===== src/rtl/mta_ram.sv =====
// ============================================================================
// mta_ram
// Generic simple dual-port RAM, one write and one registered read port.
// ============================================================================
module mta_ram #(
    parameter int W = 8,
    parameter int DEPTH = 16,
    localparam int AW = (DEPTH > 1) ? $clog2(DEPTH) : 1
) (
    input  logic          i_clk,
    input  logic          i_we,
    input  logic [AW-1:0] i_waddr,
    input  logic [W-1:0]  i_wdata,
    input  logic [AW-1:0] i_raddr,
    output logic [W-1:0]  o_rdata
);

    logic [W-1:0] r_mem [DEPTH];
    logic [W-1:0] r_rdata;

    always_ff @(posedge i_clk) begin
        if (i_we) begin
            r_mem[i_waddr] <= i_wdata;
        end
        r_rdata <= r_mem[i_raddr];
    end

    assign o_rdata = r_rdata;

endmodule


===== config.mk =====
export PLATFORM = sky130hd
export DESIGN_NAME = mta_ram
export DESIGN_NICKNAME = d
export VERILOG_FILES = /design/src/rtl/mta_ram.sv
export SDC_FILE = /design/constraint.sdc
export NUM_CORES = 1
export LEC_CHECK = 0
export BUFFER_PORTS_ARGS = -buffer_cell sky130_fd_sc_hd__buf_2
export CORE_UTILIZATION = 40
export DETAILED_ROUTE_END_ITERATION = 16
export SLEW_MARGIN = 40
export SYNTH_ARGS = -nofsm -noshare
export SYNTH_HDL_FRONTEND = slang
export SYNTH_SLANG_ARGS = --single-unit

===== constraint.sdc =====
create_clock -name i_clk -period 3.6 [get_ports i_clk]
set_input_delay 1.08 -clock i_clk [delete_from_list [all_inputs] [get_ports i_clk]]
set_output_delay 1.08 -clock i_clk [all_outputs]
set_load 0.005 [all_outputs]

* Yosys cells after proc, flatten, opt, wreduce, memory -nomap -nowiden
Memories as Yosys holds them, arrays and structs flattened. A register that Yosys moved wholly into a read port is not among the register bits.
Cells that the tools add are included.
** Word-level totals
- Flip-flop bits (word level) :: 0
- Bits in latches :: 0
- Bits in writable memories :: 128
- Bits in read-only memories :: 0
- Bits of input ports :: 18
- Output and inout port bits :: 8
- Logic and storage cells :: 3
- Memories kept :: 1
** Operators by class
- $add $sub $neg :: 0
- $mul :: 0
- Div/mod/pow operators :: 0
- Magnitude comparators :: 0
- Equality and inequality tests :: 0
- Shift-type cells :: 0
- Multiplexer cells :: 2
- Bitwise operators :: 0
- Reductions and logical operators :: 0
** Memory list
- r_mem :: depth 16, bits a word 8, rd ports 1, clocked after memory_dff 1, wr ports 1, line 18 : logic [W-1:0] r_mem [DEPTH];
** Operators by type and width (number)
- two-way mux 1 bit :: 2

* Depth between registers and ports, before layout
- Depth after elaboration :: 2
- Mapped depth :: 5
- Depth with buffers taken out :: 3

* Worst setup path after synthesis
Ideal clock, no wire load.
- Path type :: input to register
- Start point :: in i_waddr[2]
- End point :: mem r_mem[0][0] (enable)
- Setup time :: 383 ps
- Arrival :: 2190 ps
- Required time :: 3217 ps
- Slack :: 1027 ps
- Stages :: 2
- Path buffers :: 0
- Cells stage by stage :: or3b_2 nor3_1
** RTL lines
- start, declared :: line 12 : input logic [AW-1:0] i_waddr,
- end, declared :: line 18
No word-level cell before the write port.

==> flow_summary.json <==
{
  "drv_slew": 0,
  "dr.first_iter.drc_count": 219,
  "tns_ps": 0,
  "cts_resized": 0,
  "path_max_fanout": 20,
  "start_util": 0.410,
  "fillCellCount": 1050,
  "grt_max_degree": 21,
  "skew_ps": 4.73,
  "muxShareOfSynthArea": 0.150,
  "core-area_um2": 12600,
  "synth_nets": 247,
  "viasPerCell": 5.11,
  "seq_power_share": 0.492,
  "critPathRequiredTime_ps": 3890,
  "antenna_found_initial": 0,
  "syn_to_final_growth_pct": 19.1,
  "grt_pass1_vias": 2506,
  "die_x_um": 115,
  "cts.sinks": 136,
  "fmax_mhz": 440,
  "dpl.hpwl_um": 6000,
  "clock_path_buffers": 2,
  "cts_tree": "built",
  "dp_cells": 434,
  "worst_path_max_delay_cell": "mux4_1",
  "postRouteAntennaNets": 0,
  "crit_family": "buffers and inverters",
  "swShare": 0.195,
  "yosysWarnings": 0,
  "port_buffers": 25,
  "grtUsageTotal": 0.162,
  "min_period_ps": 2270,
  "dieArea_um2": 13300,
  "power_frac_comb": 0.043,
  "crit_type": "input pin to flop",
  "clk_pin_slew_ps": 50,
  "instances_no_fill": 465,
  "slowest_delay_ps": 570,
  "drive_above_1_share": 0.307,
  "worst_pin_slew_ps": 765,
  "netlist_instances": 229,
  "yosys.area_share.simple": 0.0318,
  "die_y_um": 115,
  "drtPass1Iterations": 4,
  "synthAdderAreaFrac": 0,
  "synth-seq-cells": 136,
  "cap_violations": 0,
  "synth_compound_area_frac": 0.0233,
  "clockPowerShare": 0.465,
  "crit_path_end_kind": "flop",
  "ios": 26,
  "ys_seq_area_frac": 0.778,
  "synth_area_um2": 5150,
  "wirelength_um": 9510,
  "synth_top_family_by_area": "multiplexers",
  "fp-row-count": 41,
  "min_path_type": "flop to flop",
  "critPathLaunchType": "input pin",
  "cts_made_buffers": 17,
  "path_cells": "buf_2 -> buf_12 -> mux4_1 -> a22oi_1 -> nand2_1",
  "crit_buf_inv": 2,
  "slew_headroom": 0.489,
  "fin_crit_sh": 0.631,
  "rrSetupSlack_ps": 2200,
  "drc": 0,
  "htreeDepth": 4,
  "gp_congestion": 0.667,
  "p_leak_uw": 0.00206,
  "ir_drop_mv": 0.384,
  "vias": 2377,
  "cp.arrival_ps": 2560,
  "hold_viol_final": 0,
  "overflow": 0,
  "finalSetupViolCount": 0,
  "total_power_uw": 3620,
  "status": "finished, final reports clean",
  "rsz0062_at_grt": "no",
  "diodes": 0,
  "insertion_delay_ps": 410,
  "nets": 299,
  "wl_per_cell_um": 20.4,
  "ctsHoldBuffers": 0,
  "p_switching_uw": 706,
  "grt_pass1_wl_um": 14600,
  "cts_setup_buffers": 0,
  "p_per_area_nw_per_um2": 590,
  "synth-xor-area-share": 0,
  "cts_root_buf": "clkbuf_16",
  "synth_cell_types": 19,
  "syn-mean-instance-area_um2": 22.5,
  "p_int_uw": 2910
}
==> cells in the mapped netlist <==
cell type | count | share of area
edfxtp_1 | 128 | 0.75
mux4_2 | 18 | 0.079
a22oi_1 | 16 | 0.023
mux4_1 | 14 | 0.071
nor2_1 | 13 | 0.0095
nand2_1 | 9 | 0.0066
dfxtp_1 | 8 | 0.031
nor3_1 | 4 | 0.0039
buf_2 | 3 | 0.0029
buf_6 | 3 | 0.0066
clkdlybuf4s25_2 | 3 | 0.0058
nand2b_1 | 2 | 0.0024
nand3b_1 | 2 | 0.0029
and2_1 | 1 | 0.0012
and2b_1 | 1 | 0.0015
buf_4 | 1 | 0.0015
nand3_1 | 1 | 0.00097
nor2b_1 | 1 | 0.0012
or3b_2 | 1 | 0.0017
==> cell type report <==
class                   count  area [um2]  area share
clock buffers              17         425      0.0694
clock inverters            14         158      0.0257
flip-flops and latches    136        4000       0.653
well taps                 172         215      0.0351
multi-input cells          83        1060       0.172
repair buffers             43         273      0.0445
==> stage by stage <==
stage               hold slack (ps)   util  setup slack, ps  area [um2]
floorplan                       629      -             1030        5150
global placement                649  0.442              865        5550
detailed placement              654  0.442              879        5550
CTS                             667  0.488             1310        6130
global route                    707  0.488             1210        6130
finish                          668  0.488             1330        6130
==> registers in the layout (all words and copies together), names as in the netlist <==
| name | count |
|---|---|
| o_rdata | 8 |
| r_mem | 128 |
==> layout by cell type, fill, tap and decap left out, types with 2 or more instances in the layout <==
cell type / netlist / layout
mux4_1: 14 / 14
clkinvlp_4: 0 / 5
buf_2: 3 / 25
buf_4: 1 / 17
dfxtp_1: 8 / 8
nand3b_1: 2 / 2
nand2b_1: 2 / 2
clkinv_1: 0 / 3
nor2_1: 13 / 13
clkbuf_16: 0 / 17
a22oi_1: 16 / 16
nor3_1: 4 / 4
nand2_1: 9 / 9
mux4_2: 18 / 18
bufinv_16: 0 / 3
edfxtp_1: 128 / 128
clkinv_2: 0 / 2
==> power groups by stage <==
stage	logic (uW)	clock network (uW)	registers, uW
4_1_cts	162	1710	1780
6_report	157	1680	1780
3_3_place_gp	159	0	1810
3_5_place_dp	161	0	1810
5_1_grt	172	1790	1780
2_1_floorplan	89.9	0	1810
==> kinds of logic (layout without fill, tap and decap cells) <==
kind of cell | count (synthesis) | in the layout
compound gates | 16 | 16
buf+inv | 10 | 74
mux | 32 | 32
flops | 136 | 136
simple gates | 35 | 35
==> worst register-to-register path: stages (launching register included) <==
cell and delay [ps]:
edfxtp_1 350, mux4_1 510, a22oi_1 340, nand2_1 90
==> worst paths after layout <==
path                              startpoint          to  depth (start not counted)
worst min register to register  r_mem[14][4]  o_rdata[4]                          3
worst max register to register   r_mem[1][1]  o_rdata[1]                          3
worst min-delay path            r_mem[14][4]  o_rdata[4]                          3
worst max-delay path              i_raddr[0]  o_rdata[3]                          5
==> layer usage <==
metal  routed length (um)  part of all wire  GRT usage  vias up
li1                     -                 -          -     1075
met1                 4080              0.43      0.202     1228
met2                 4780              0.50      0.261       59
met3                  448             0.047     0.0424       15
met4                  198             0.021     0.0874        0
met5                    0                 0          0        -
(Power assumes the default switching activity.)
