==> src/rtl/mta_pkg.sv <==
// ============================================================================
// mta_pkg
// Shared types and constants of the mesh tangent accumulator.
// ============================================================================
package mta_pkg;

    localparam int DEF_VERTEX_SLOTS = 1024;

    localparam int IDX_W  = 10;
    localparam int POS_W  = 32;
    localparam int UV_W   = 24;
    localparam int ACC_W  = 48;
    localparam int TAN_W  = 18;
    localparam int VTX_W  = 3 * POS_W + 2 * UV_W;
    localparam int ACCW_W = 3 * ACC_W;
    localparam int DIV_W  = 64;
    localparam int SQRT_W = 64;
    localparam int MUL_W  = 34;

    localparam logic signed [ACC_W-1:0] ACC_MAX = {1'b0, {(ACC_W-1){1'b1}}};
    localparam logic signed [ACC_W-1:0] ACC_MIN = {1'b1, {(ACC_W-1){1'b0}}};

    typedef enum logic [1:0] {
        OP_WRITE = 2'd0,
        OP_TRI   = 2'd1,
        OP_READ  = 2'd2,
        OP_NOP   = 2'd3
    } t_op;

    typedef enum logic [4:0] {
        S_CLEAR,
        S_IDLE,
        S_VRD_A,
        S_VRD_B,
        S_VRD_C,
        S_VRD_W,
        S_MUL,
        S_MACC,
        S_DIVW,
        S_ACC_RD,
        S_ACC_WR,
        S_RD2,
        S_MAG,
        S_NORM,
        S_SQ,
        S_SQACC,
        S_SQRTW,
        S_NDIVW,
        S_OUT
    } t_state;

endpackage

==> src/rtl/mta_sqrt.sv <==
// ============================================================================
// mta_sqrt
// Integer square root, digit-by-digit, one result bit per cycle.
// ============================================================================
module mta_sqrt import mta_pkg::*; #(
    parameter int W = SQRT_W
) (
    input  logic           i_clk,
    input  logic           i_rst_n,
    input  logic           i_start,
    input  logic [W-1:0]   i_val,
    output logic           o_done,
    output logic [W/2-1:0] o_root
);

    logic         r_busy, n_busy;
    logic         r_done, n_done;
    logic [W-1:0] r_n, n_n;
    logic [W-1:0] r_res, n_res;
    logic [W-1:0] r_bit, n_bit;
    logic [W-1:0] sum;
    logic         ge;

    always_comb begin
        sum    = r_res + r_bit;
        ge     = (r_n >= sum);
        n_busy = r_busy;
        n_done = 1'b0;
        n_n    = r_n;
        n_res  = r_res;
        n_bit  = r_bit;
        if (i_start) begin
            n_busy = 1'b1;
            n_n    = i_val;
            n_res  = '0;
            n_bit  = {2'b01, {(W-2){1'b0}}};
        end else if (r_busy) begin
            n_n   = ge ? (r_n - sum) : r_n;
            n_res = ge ? ((r_res >> 1) + r_bit) : (r_res >> 1);
            n_bit = r_bit >> 2;
            if (r_bit == W'(1)) begin
                n_busy = 1'b0;
                n_done = 1'b1;
            end
        end
    end

    always_ff @(posedge i_clk) begin
        if (!i_rst_n) begin
            r_busy <= 1'b0;
            r_done <= 1'b0;
        end else begin
            r_busy <= n_busy;
            r_done <= n_done;
        end
    end

    always_ff @(posedge i_clk) begin
        r_n   <= n_n;
        r_res <= n_res;
        r_bit <= n_bit;
    end

    assign o_done = r_done;
    assign o_root = r_res[W/2-1:0];

endmodule

==> config.mk <==
export PLATFORM = sky130hd
export DESIGN_NAME = mta_sqrt
export DESIGN_NICKNAME = d
export VERILOG_FILES = /design/src/rtl/mta_pkg.sv /design/src/rtl/mta_sqrt.sv
export SDC_FILE = /design/constraint.sdc
export NUM_CORES = 1
export LEC_CHECK = 0
export ABC_AREA = 0
export ABC_CLOCK_PERIOD_IN_PS = 8500
export BUFFER_PORTS_ARGS = -buffer_cell sky130_fd_sc_hd__buf_2
export CAP_MARGIN = 20
export CORE_UTILIZATION = 30
export DETAILED_ROUTE_END_ITERATION = 8
export REMOVE_ABC_BUFFERS = 1
export SETUP_SLACK_MARGIN = 0.5
export SLEW_MARGIN = 0
export SYNTH_ARGS = -nofsm -noshare
export SYNTH_HDL_FRONTEND = slang
export SYNTH_SLANG_ARGS = --single-unit
==> constraint.sdc <==
create_clock -name i_clk -period 8.5 [get_ports i_clk]
set_clock_uncertainty 0.15 [all_clocks]
set_input_delay 0.85 -clock i_clk [delete_from_list [all_inputs] [get_ports i_clk]]
set_output_delay 0.85 -clock i_clk [all_outputs]
set_load 0.005 [all_outputs]
[Yosys cells after proc, flatten, opt, wreduce, memory -nomap -nowiden]
Cells that the tools add are included.
Operators by class
  $add $sub $neg: 3
  magnitude comparators: 1
  reductions and logical operators: 4
  equal/unequal tests: 1
  muxes and demuxes: 8
  bitwise gates (word level): 2
Operator list (number)
  64-bit two-way mux: 4
  63-bit by 63-bit adder with 64-bit output: 1
  64-bit by 63-bit adder with 64-bit output: 1
  64-bit greater-or-equal comparator: 1
  64-bit subtractor: 1
  32-bit by 1-bit == test with 1-bit output (second input constant): 1
  1-bit two-way mux: 4
  2-bit nonzero test: 2
  3-bit OR reduction: 1
  1-bit NOT: 2
  2-bit AND reduction: 1
Storage, ports and cells
  flip-flop bits (word level): 162
  input port bits: 67

[Logic depth before layout (Yosys ltp)]
Gate-level depths: netlist (run 1).
  depth after elaboration: 5
  mapped depth: 25
  depth with buffers taken out: 23

[Least setup slack after synthesis (run 1)]
Ideal clock, no wire load.
  path type: reg-to-reg
  from: register r_res[2]
  to: register r_n[0], enable pin
  period minus slack after synthesis: 6451 ps
  buffers on the path: 2
  cell stages (with the launch flop): 22
  library setup time: 424 ps
  data arrival time: 5878 ps
  data required time: 7926 ps
  setup slack: 2049 ps
  cells stage by stage: dfxtp_1 > ha_1 > a31o_2 > a31oi_1 > o41a_1 > a211oi_1 > or2_2 > a31oi_1 > nor3b_1 > nor2_1 > xnor2_1 > ha_1 > buf_2 > a21oi_1 > o21a_1 > o221a_2 > a21o_1 > a2111o_1 > o21ai_1 > buf_2 > nand2_1 > nand2_1
On the way
  cells in the longest elaborated chain, start to end: 4
RTL lines
  from (decl): RTL line mta_sqrt.sv:19  | logic [W-1:0] r_res, n_res;
  from (signal assigned): RTL line mta_sqrt.sv:60  | r_res <= n_res;
  64-bit by 63-bit adder with 64-bit output: RTL line mta_sqrt.sv:25  | sum = r_res + r_bit;
  64-bit greater-or-equal comparator: RTL line mta_sqrt.sv:26  | ge = (r_n >= sum);
  2-bit nonzero test (no line)
  2-bit AND reduction (no line)
  to (signal assigned): RTL line mta_sqrt.sv:59  | r_n <= n_n;
  to (decl): RTL line mta_sqrt.sv:18  | logic [W-1:0] r_n, n_n;
No other way between the ends.
A chain may end at the register's enable or synchronous reset.

[Worst setup path after layout (run 1)]
  from: register r_res[8]
  to: register r_n[56], enable pin
The elaborated chain is that of the path after synthesis.

==> flow_metrics.py, run 1 <==
metrics = {
    "status": {
        "status": "finished clean",
    },
    "sta": {
        "slew_violations": 0,
        "period_share": 0.8658,
        "setup_violations": 0,
        "fin_crit_ns": 7.359,
        "hold_viol": 0,
        "worst_slew_pin_slew_ns": 1.054,
        "fmax_ghz": 0.1359,
        "rsz0062_at_grt": "false",
        "relSlewSlack": 0.2948,
        "setup-tns-final_ns": 0,
    },
    "routing": {
        "via_per_inst": 5.485,
        "drt_drc_violations_left": 0,
        "drtAntennaViolNets": 0,
        "wl_per_cell_um": 17.82,
        "drt_iter0_markers": 1195,
        "vias": 14270,
        "drtPass1Iterations": 5,
        "wirelength_um": 46350,
    },
    "clock_tree": {
        "cts_tree": "done",
        "clk_transition_reported_paths_ns": 0.07,
        "h-tree-depth": 4,
        "cts_setup_buffers": 0,
        "cts_hold_buf": 0,
        "post_cts_resized": 0,
        "cts_buffers": 17,
        "cts_root_buffer": "clkbuf_16",
        "cts_buffer_depth": 2,
        "clock_sinks": 162,
        "clock_latency_ns": 0.46,
    },
    "place": {
        "placed_cell_area_sq_um": 15850,
        "dpl.hpwl_um": 35050,
        "gp_congestion": 0.9128,
        "portBuffers": 99,
    },
    "global_route": {
        "antenna_found_initial": 0,
        "grt_max_degree": 76,
        "grt_pass1_vias": 13470,
        "grt_pass1_wl_um": 73340,
        "track_usage": 0.1816,
        "gr-total-overflow": 0,
    },
    "synth": {
        "synth_warnings": 0,
        "synth_mux_area_frac": 0.03044,
        "synth_top_family_by_area": "compound AO/OA/AOI/OAI gates",
        "synthAdderAreaFrac": 0.1092,
        "synth.largest_area_cell": "dfxtp_1",
        "syn_area_sq_um": 15080,
        "yosysUniqueCellTypes": 82,
        "synth-edff-count": 64,
        "synth-xor-area-share": 0.09523,
        "synth.avg_cell_area_sq_um": 7.799,
        "synth-simple-area-share": 0.1947,
        "netlist.area_leader.share": 0.1301,
        "synth_area_leaders": "dfxtp_1 (13%), edfxtp_1 (13%), ha_1 (11%), nand2_1 (5.9%), o21ai_0 (5.2%)",
        "synth_flop_cell": "dfxtp_1",
        "yosysSeqAreaShare": 0.2575,
        "syn_inst": 1934,
        "postSynth.asyncResetShare": 0,
        "synth-compound-area-share": 0.2621,
        "synth-seq-cells": 162,
    },
    "worst_setup_path": {
        "critical_path_class": "reg -> reg",
        "startpoint_type": "flop",
        "cp-end-kind": "flop",
        "required_ns": 8.50,
        "cp_max_fo": 34,
        "cp.arrival_ns": 7.36,
    },
    "worst_hold_path": {
        "min_path_type": "reg -> reg",
    },
    "floorplan": {
        "core_area_sq_um": 49250,
        "num_rows": 81,
        "die-area_sq_um": 51180,
        "die_y_um": 226.2,
        "die_w_um": 226.2,
        "start_util": 0.3062,
        "io_pins": 100,
    },
    "power": {
        "power_per_cell_area_nw_per_um2": 279.4,
        "max-vdd-ir-drop_mv": 0.1591,
        "p_leak_nw": 6.139,
    },
    "finish": {
        "fin_area_sq_um": 16440,
        "fillers": 5320,
        "layout_common_cells": "nand2_1 (235), nor2_1 (202), o21ai_0 (156), a21oi_1 (139), ha_1 (130)",
        "layout-drive-gt1-share": 0.09396,
        "layout_commonest_cell": "nand2_1",
        "layout.nets": 2122,
        "final_core_utilization": 0.3337,
        "area_delta_synth_final_pct": 8.984,
        "n_antenna_cell": 0,
    },
    "job": {
        "max_cap_violations": 0,
    },
}
==> routing by layer <==
layer / part of all wire / track usage
met1: 0.48 / 0.2520
met4: 0.016 / 0.04664
met5: 0 / 0
met3: 0.054 / 0.03227
met2: 0.45 / 0.2879
==> flip-flops by register name, summed over array words and instances (netlist names) <==
signal,count
o_done,1
r_bit,32
r_busy,1
r_n,64
r_res,64
==> final timing paths <==
| kind | slack (ns) | depth (start not counted) | end | from |
|---|---|---|---|---|
| setup / recovery | 1.14 | 20 | r_n[56]$_DFFE_PP_ | r_res[8]$_SDFFE_PP0P_ |
| hold reg to reg | 0.38 | 2 | r_res[0]$_SDFFE_PP0P_ | r_res[0]$_SDFFE_PP0P_ |
| hold / removal | 0.38 | 2 | r_res[0]$_SDFFE_PP0P_ | r_res[0]$_SDFFE_PP0P_ |
| setup reg to reg | 1.14 | 20 | r_n[56]$_DFFE_PP_ | r_res[8]$_SDFFE_PP0P_ |
==> through the flow <==
| step | std cells | setup WS [ns] | total power [mW] | hold WS [ns] |
|---|---|---|---|---|
| 2_1_floorplan | 1799 | -0.4977 | 3.065 | 0.3373 |
| 3_3_place_gp | 2569 | 1.482 | 3.728 | 0.3395 |
| 3_5_place_dp | 2569 | 1.299 | 3.747 | 0.3659 |
| 4_1_cts | 2601 | 1.270 | 4.589 | 0.3809 |
| 5_1_grt | 2601 | 0.7601 | 4.940 | 0.4548 |
| 6_report | 2601 | 1.141 | 4.592 | 0.3759 |
==> power by group <==
group | internal [mW] | switching [mW]
Combinational | 0.985 | 1.58
Clock | 0.462 | 0.353
Sequential | 1.05 | 0.168
Total | 2.50 | 2.10
==> synth_stat cells, drive strengths merged, types with 28 or more instances <==
cell type,instances
nand4,39
xor2,86
a21oi,139
a211oi,57
inv,30
nand3,33
edfxtp,64
mux2i,38
ha,130
o21bai,40
a31oi,57
xnor2,78
o21ai,168
clkbuf,80
nor3,28
buf,55
a21o,32
dfxtp,98
nor2,202
nand2,237
==> critical path, cell delays in order (launching register included) <==
cell and delay, ns:
dfxtp_1 0.38, ha_1 0.36, nand4_1 0.22, o31ai_1 0.59
a21oi_1 0.24, o31ai_1 0.80, a31oi_1 0.35, nand2b_1 0.27
a2bb2oi_1 0.17, o21ai_0 0.17, nand2_1 0.08, xor2_1 0.16
ha_1 0.38, nand4_1 0.14, or2_2 0.33, a21o_1 0.21
a2111o_1 0.46, o21ai_4 0.17, nand2_1 0.19, nand2_2 0.87
buf_12 0.30
==> cell type report <==
class,count,area [sq um],area share
multi-input cells,1606,10450,0.6355
repair buffers,106,566.8,0.03448
flip-flops and latches,162,3887,0.2365
well taps,664,830.8,0.05054
inverters,31,116.4,0.007079
clock buffers,19,432.9,0.02634
clock inverters,13,157.7,0.009590
==> cells by family after synthesis <==
kind of cell             count (synthesis)
AO/OA/AOI/OAI                          616
XOR/XNOR                               164
AND/OR/NAND/NOR                        650
flip-flops                             162
buffers and inverters                  166
adder cells (fa/ha/maj)                131
multiplexers                            45
No activity file was read; power rests on OpenSTA's default activity.
==> run 2: changes to the inputs <==
--- a/config.mk
+++ b/config.mk
@@ -9,7 +9,9 @@
 export ABC_CLOCK_PERIOD_IN_PS = 8500
 export BUFFER_PORTS_ARGS = -buffer_cell sky130_fd_sc_hd__buf_2
 export CAP_MARGIN = 20
+export CORE_MARGIN = 3
 export CORE_UTILIZATION = 30
+export CTS_BUF_LIST = sky130_fd_sc_hd__clkbuf_4
 export DETAILED_ROUTE_END_ITERATION = 8
 export REMOVE_ABC_BUFFERS = 1
 export SETUP_SLACK_MARGIN = 0.5
==> flow_metrics.py, run 2 (synthesis gave the netlist of run 1 again) <==
metrics = {
    "power": {
        "max-vdd-ir-drop_mv": 0.1447,
        "p_leak_nw": 6.034,
        "power_per_cell_area_nw_per_um2": 265.0,
    },
    "worst_setup_path": {
        "cpMaxStageDelayCell": "o31ai_1",
        "cp-end-kind": "flop",
        "crit_chain": "ha_1, nand4_1, o31ai_1, a21oi_1, o31ai_1, a31oi_1, nor2_1, a21oi_1, nand2_1, xnor2_1, ha_1, nand2_1, o21ai_0, a21oi_1, o211ai_1, a211oi_1, o21ai_4, nand2_1, nand2_2, buf_12",
        "critPathMaxStageDelay_ns": 0.82,
        "cp_max_fo": 37,
        "required_ns": 8.72,
        "critical_path_class": "reg -> reg",
        "startpoint_type": "flop",
        "cp.arrival_ns": 7.46,
    },
    "routing": {
        "wl_per_cell_um": 17.68,
        "drt_drc_violations_left": 0,
        "drt_iter0_markers": 975,
        "drtAntennaViolNets": 0,
        "drtPass1Iterations": 7,
        "wirelength_um": 46050,
        "via_per_inst": 5.452,
        "vias": 14200,
    },
    "sta": {
        "rsz0062_at_grt": "false",
        "hold_viol": 0,
        "fmax_ghz": 0.1381,
        "period_share": 0.8520,
        "relSlewSlack": 0.3441,
        "worst_slew_pin_slew_ns": 0.9756,
        "slew_violations": 0,
        "fin_ws_ns": 1.258,
        "whs_ns": 0.3191,
        "fin_crit_ns": 7.242,
        "setup_violations": 0,
    },
    "worst_hold_path": {
        "min_path_type": "in -> reg",
    },
    "clock_tree": {
        "cts_hold_buf": 0,
        "cts_buffers": 17,
        "cts_setup_buffers": 0,
        "post_cts_resized": 0,
        "cts_buffer_depth": 2,
        "clk_transition_reported_paths_ns": 0.16,
        "clock_latency_ns": 0.65,
        "clock_sinks": 162,
        "cts_tree": "done",
        "h-tree-depth": 4,
        "cts_root_buffer": "clkbuf_4",
    },
    "finish": {
        "area_delta_synth_final_pct": 7.283,
        "biggestRegsByFlops": "r_n: 64 flops, r_res: 64 flops, r_bit: 32 flops",
        "finalNonFillerCells": 2605,
        "fillers": 5383,
        "layout-drive-gt1-share": 0.09541,
        "layout_common_cells": "nand2_1 (235), nor2_1 (202), o21ai_0 (156), a21oi_1 (139), ha_1 (130)",
        "layout_commonest_cell": "nand2_1",
        "final_core_utilization": 0.3285,
        "layout.nets": 2124,
    },
    "floorplan": {
        "core_area_sq_um": 49250,
        "die_y_um": 230.2,
        "die-area_sq_um": 53000,
        "start_util": 0.3062,
        "io_pins": 100,
        "die_w_um": 230.2,
        "num_rows": 81,
    },
    "global_route": {
        "track_usage": 0.1708,
        "grt_pass1_wl_um": 73120,
        "gr-total-overflow": 0,
        "grt_max_degree": 97,
        "antenna_found_initial": 3,
        "grt_pass1_vias": 13350,
    },
    "place": {
        "portBuffers": 99,
        "placed_cells": 2570,
        "gp_congestion": 0.8886,
        "pre_cts_slack_ns": 1.348,
        "dpl.hpwl_um": 35230,
    },
    "job": {
        "max_cap_violations": 0,
    },
    "status": {
        "status": "finished clean",
    },
}
-- run 2: cell count changes in the layout (fill, tap and decap cells not counted), moves of 2 or more --
cell       change
clkbuf_4      +21
clkbuf_16     -17
diode_2        +2
inv_4          -2
clkbuf_1       -2
-- run 2: area by class of cell --
| type | count | area (sq um) | area share |
|---|---|---|---|
| multi-input combinational | 1606 | 10450 | 0.6456 |
| sequential | 162 | 3887 | 0.2402 |
| tap | 664 | 830.8 | 0.05134 |
| timing repair buffer | 108 | 601.8 | 0.03719 |
| clock buffer | 21 | 157.7 | 0.009742 |
| clock inverter | 11 | 136.4 | 0.008428 |
| inverter | 31 | 116.4 | 0.007191 |
| antenna | 2 | 5.005 | 0.0003093 |
-- run 2: power by group --
part           switching, mW  leakage (nW)  internal [mW]
Combinational           1.58          4.42          0.987
Clock                  0.302         0.170          0.215
Sequential             0.161          1.44           1.05
-- run 2: path summary, 6_finish.rpt --
check	to	slack (ns)	from	depth (start not counted)
worst max-delay path	r_n[33]$_DFFE_PP_	1.26	r_res[8]$_SDFFE_PP0P_	20
worst min-delay path	r_n[52]$_DFFE_PP_	0.32	i_val[52]	3
worst max register to register	r_n[33]$_DFFE_PP_	1.26	r_res[8]$_SDFFE_PP0P_	20
worst min register to register	r_res[0]$_SDFFE_PP0P_	0.39	r_res[0]$_SDFFE_PP0P_	2
-- run 2: worst max-delay path: cells and delay by family, from the launching register on --
kind                       cells  cell delay [ns]
and+or+nand+nor                6             1.44
buffers and inverters          1             0.42
xor gates and xnor gates       1             0.16
AOI/OAI and AO/OA             10             3.66
adders and majority gates      2             0.70
DFF                            1             0.41
-- run 2: through the flow --
step,total power [mW],area (sq um),TNS [ns]
2_1_floorplan,3.065,14430,-31.86
3_3_place_gp,3.711,15860,0
3_5_place_dp,3.737,15860,0
4_1_cts,4.275,16150,0
5_1_grt,4.641,16180,0
6_report,4.288,16180,0
-- run 2: layer usage --
| metal | wire, um | track usage |
|---|---|---|
| met1 | 21930 | 0.2345 |
| met2 | 20320 | 0.2682 |
| met3 | 2771 | 0.04076 |
| met4 | 1017 | 0.04521 |
| met5 | 13 | 0 |
==> run 3: changes to the inputs <==
--- a/config.mk
+++ b/config.mk
@@ -6,7 +6,7 @@
 export NUM_CORES = 1
 export LEC_CHECK = 0
 export ABC_AREA = 0
-export ABC_CLOCK_PERIOD_IN_PS = 8500
+export ABC_CLOCK_PERIOD_IN_PS = 6200
 export BUFFER_PORTS_ARGS = -buffer_cell sky130_fd_sc_hd__buf_2
 export CAP_MARGIN = 20
 export CORE_MARGIN = 3
==> constraint.sdc (replaced) <==
create_clock -name i_clk -period 6.2 [get_ports i_clk]
set_clock_uncertainty 0.15 [all_clocks]
set_input_delay 0.62 -clock i_clk [delete_from_list [all_inputs] [get_ports i_clk]]
set_output_delay 0.62 -clock i_clk [all_outputs]
set_load 0.005 [all_outputs]
==> flow_metrics.py, run 3 (synthesis gave the netlist of run 1 again) <==
metrics = {
    "status": {
        "status": "finished clean",
    },
    "sta": {
        "hold_viol": 0,
        "worst_slew_pin_slew_ns": 1.012,
        "relSlewSlack": 0.3251,
        "setup-tns-final_ns": 0,
        "period_share": 0.9014,
        "rsz0062_at_grt": "true",
        "fin_ws_ns": 0.6111,
        "fmax_ghz": 0.1789,
        "setup_violations": 0,
        "fin_crit_ns": 5.589,
        "slew_violations": 0,
    },
    "floorplan": {
        "die_w_um": 230.2,
        "start_util": 0.3062,
        "num_rows": 81,
        "die-area_sq_um": 53000,
        "core_area_sq_um": 49250,
        "die_y_um": 230.2,
        "io_pins": 100,
    },
    "power": {
        "max-vdd-ir-drop_mv": 0.1612,
        "p_leak_nw": 6.588,
        "power_per_cell_area_nw_per_um2": 358.2,
        "finalPower_mw": 6.328,
    },
    "global_route": {
        "gr-total-overflow": 0,
        "antenna_found_initial": 1,
        "use_met1": 0.2469,
        "grt_max_degree": 96,
        "grt_busiest_layer": "met2",
        "use_met3": 0.03481,
        "track_usage": 0.1796,
        "grt_pass1_wl_um": 75910,
        "grt_use_met2": 0.2822,
        "grt_pass1_vias": 13820,
    },
    "clock_tree": {
        "cts_buffers": 17,
        "h-tree-depth": 4,
        "cts_tree": "done",
        "cts_root_buffer": "clkbuf_4",
        "clk_transition_reported_paths_ns": 0.19,
        "clock_sinks": 162,
        "clock_latency_ns": 0.75,
        "cts_buffer_depth": 2,
    },
    "finish": {
        "layout-drive-gt1-share": 0.1434,
        "area_delta_synth_final_pct": 17.13,
        "biggestRegsByFlops": "r_n: 64 flops, r_res: 64 flops, r_bit: 32 flops",
        "layout_commonest_cell": "nand2_1",
        "layout_common_cells": "nand2_1 (234), nor2_1 (201), o21ai_0 (148), a21oi_1 (131), ha_1 (116)",
        "layout.nets": 2235,
    },
    "worst_setup_path": {
        "cp_max_fo": 13,
        "crit_family": "compound AO/OA/AOI/OAI gates",
        "crit_chain": "ha_4, nand4_1, buf_4, o41a_1, a211oi_4, or2_4, a31oi_4, nor3b_4, o31ai_2, xnor2_1, ha_2, nand4_1, or2_2, a21o_1, a2111o_1, o21ai_4, nand2_2, nand2_4, bufbuf_16",
        "cpMaxStageDelayCell": "o41a_1",
        "critPathMaxStageDelay_ns": 0.49,
        "critical_path_class": "reg -> reg",
        "crit_top_cell": "nand4_1",
        "cp-end-kind": "flop",
        "cp.arrival_ns": 5.90,
        "critPathBufInv": 2,
        "required_ns": 6.51,
        "startpoint_type": "flop",
    },
    "worst_hold_path": {
        "min_path_type": "in -> reg",
    },
    "routing": {
        "drt_iter0_markers": 1184,
        "vias": 14810,
        "drtAntennaViolNets": 0,
        "drt_drc_violations_left": 0,
        "wirelength_um": 49340,
        "via_per_inst": 5.453,
        "wl_per_cell_um": 18.16,
        "drtPass1Iterations": 5,
    },
    "place": {
        "gp_congestion": 0.9094,
        "pre_cts_slack_ns": 0.02596,
        "portBuffers": 99,
        "dpl.hpwl_um": 36080,
    },
    "job": {
        "max_cap_violations": 0,
    },
}
[run 3: changes by cell type in the layout (fill, tap and decap cells not counted), sizes merged]
| cell | delta |
|---|---|
| clkinv | -1 |
| clkbuf | -3 |
| bufbuf | +1 |
| bufinv | -1 |
| dlygate4sd3 | +61 |
| inv | +2 |
| buf | +48 |
| clkinvlp | +4 |
[run 3: final cells by class]
cell class                 instances  area [sq um]
inverter                          31         116.4
antenna                            2         5.005
timing repair buffer             219          1730
tap                              664         830.8
fill                            5181         31590
clock buffer                      17         127.6
multi-input combinational       1606         10790
clock inverter                    15         156.4
sequential                       162          3906
[run 3: final timing paths]
| path | from | to | slack (ns) | depth (start not counted) |
|---|---|---|---|---|
| worst max register to register | r_bit[8]$_SDFFE_PP0P_ | r_n[51]$_DFFE_PP_ | 0.61 | 19 |
| worst max-delay path | r_bit[8]$_SDFFE_PP0P_ | r_n[51]$_DFFE_PP_ | 0.61 | 19 |
| worst min-delay path | i_val[63] | r_n[63]$_DFFE_PP_ | 0.15 | 3 |
| worst min register to register | r_res[0]$_SDFFE_PP0P_ | r_res[0]$_SDFFE_PP0P_ | 0.38 | 2 |
[run 3: power by group]
group	switching, mW	leakage (nW)	total [mW]	internal [mW]
clock network	0.453	0.142	0.695	0.242
registers	0.212	1.45	1.65	1.43
logic	2.34	5.00	3.99	1.65
total	3.00	6.59	6.33	3.33
[run 3: routing by layer]
metal	share of wire	wire, um
met1	0.47	23310
met2	0.45	22220
met3	0.053	2597
met4	0.025	1211
met5	0	0
[run 3: timing repair]
| item | CTS | global route |
|---|---|---|
| gates cloned | 4 | 1 |
| hold buffers | 61 | 0 |
| hold endpoints to repair | 62 | 0 |
| setup buffers | 7 | 16 |
| endpoints found under the setup margin | 145 | 144 |
| resized for setup | 26 | 69 |
| pin swaps | 5 | 19 |
[run 3: worst min-delay path: stages]
cell and delay, ns:
buf_2 0.09, nor2_1 0.08, a311oi_1 0.07
[run 3: through the flow]
step	cells	util	hold WS, ns	instance area, sq um
after floorplan	1799	-	0.3373	14430
after global placement	2593	0.3259	0.3364	16050
after detailed placement	2593	0.3259	0.3459	16050
after CTS	2697	0.3502	0.02573	17250
after global routing	2716	0.3587	0.09754	17670
final	2716	0.3587	0.1465	17670
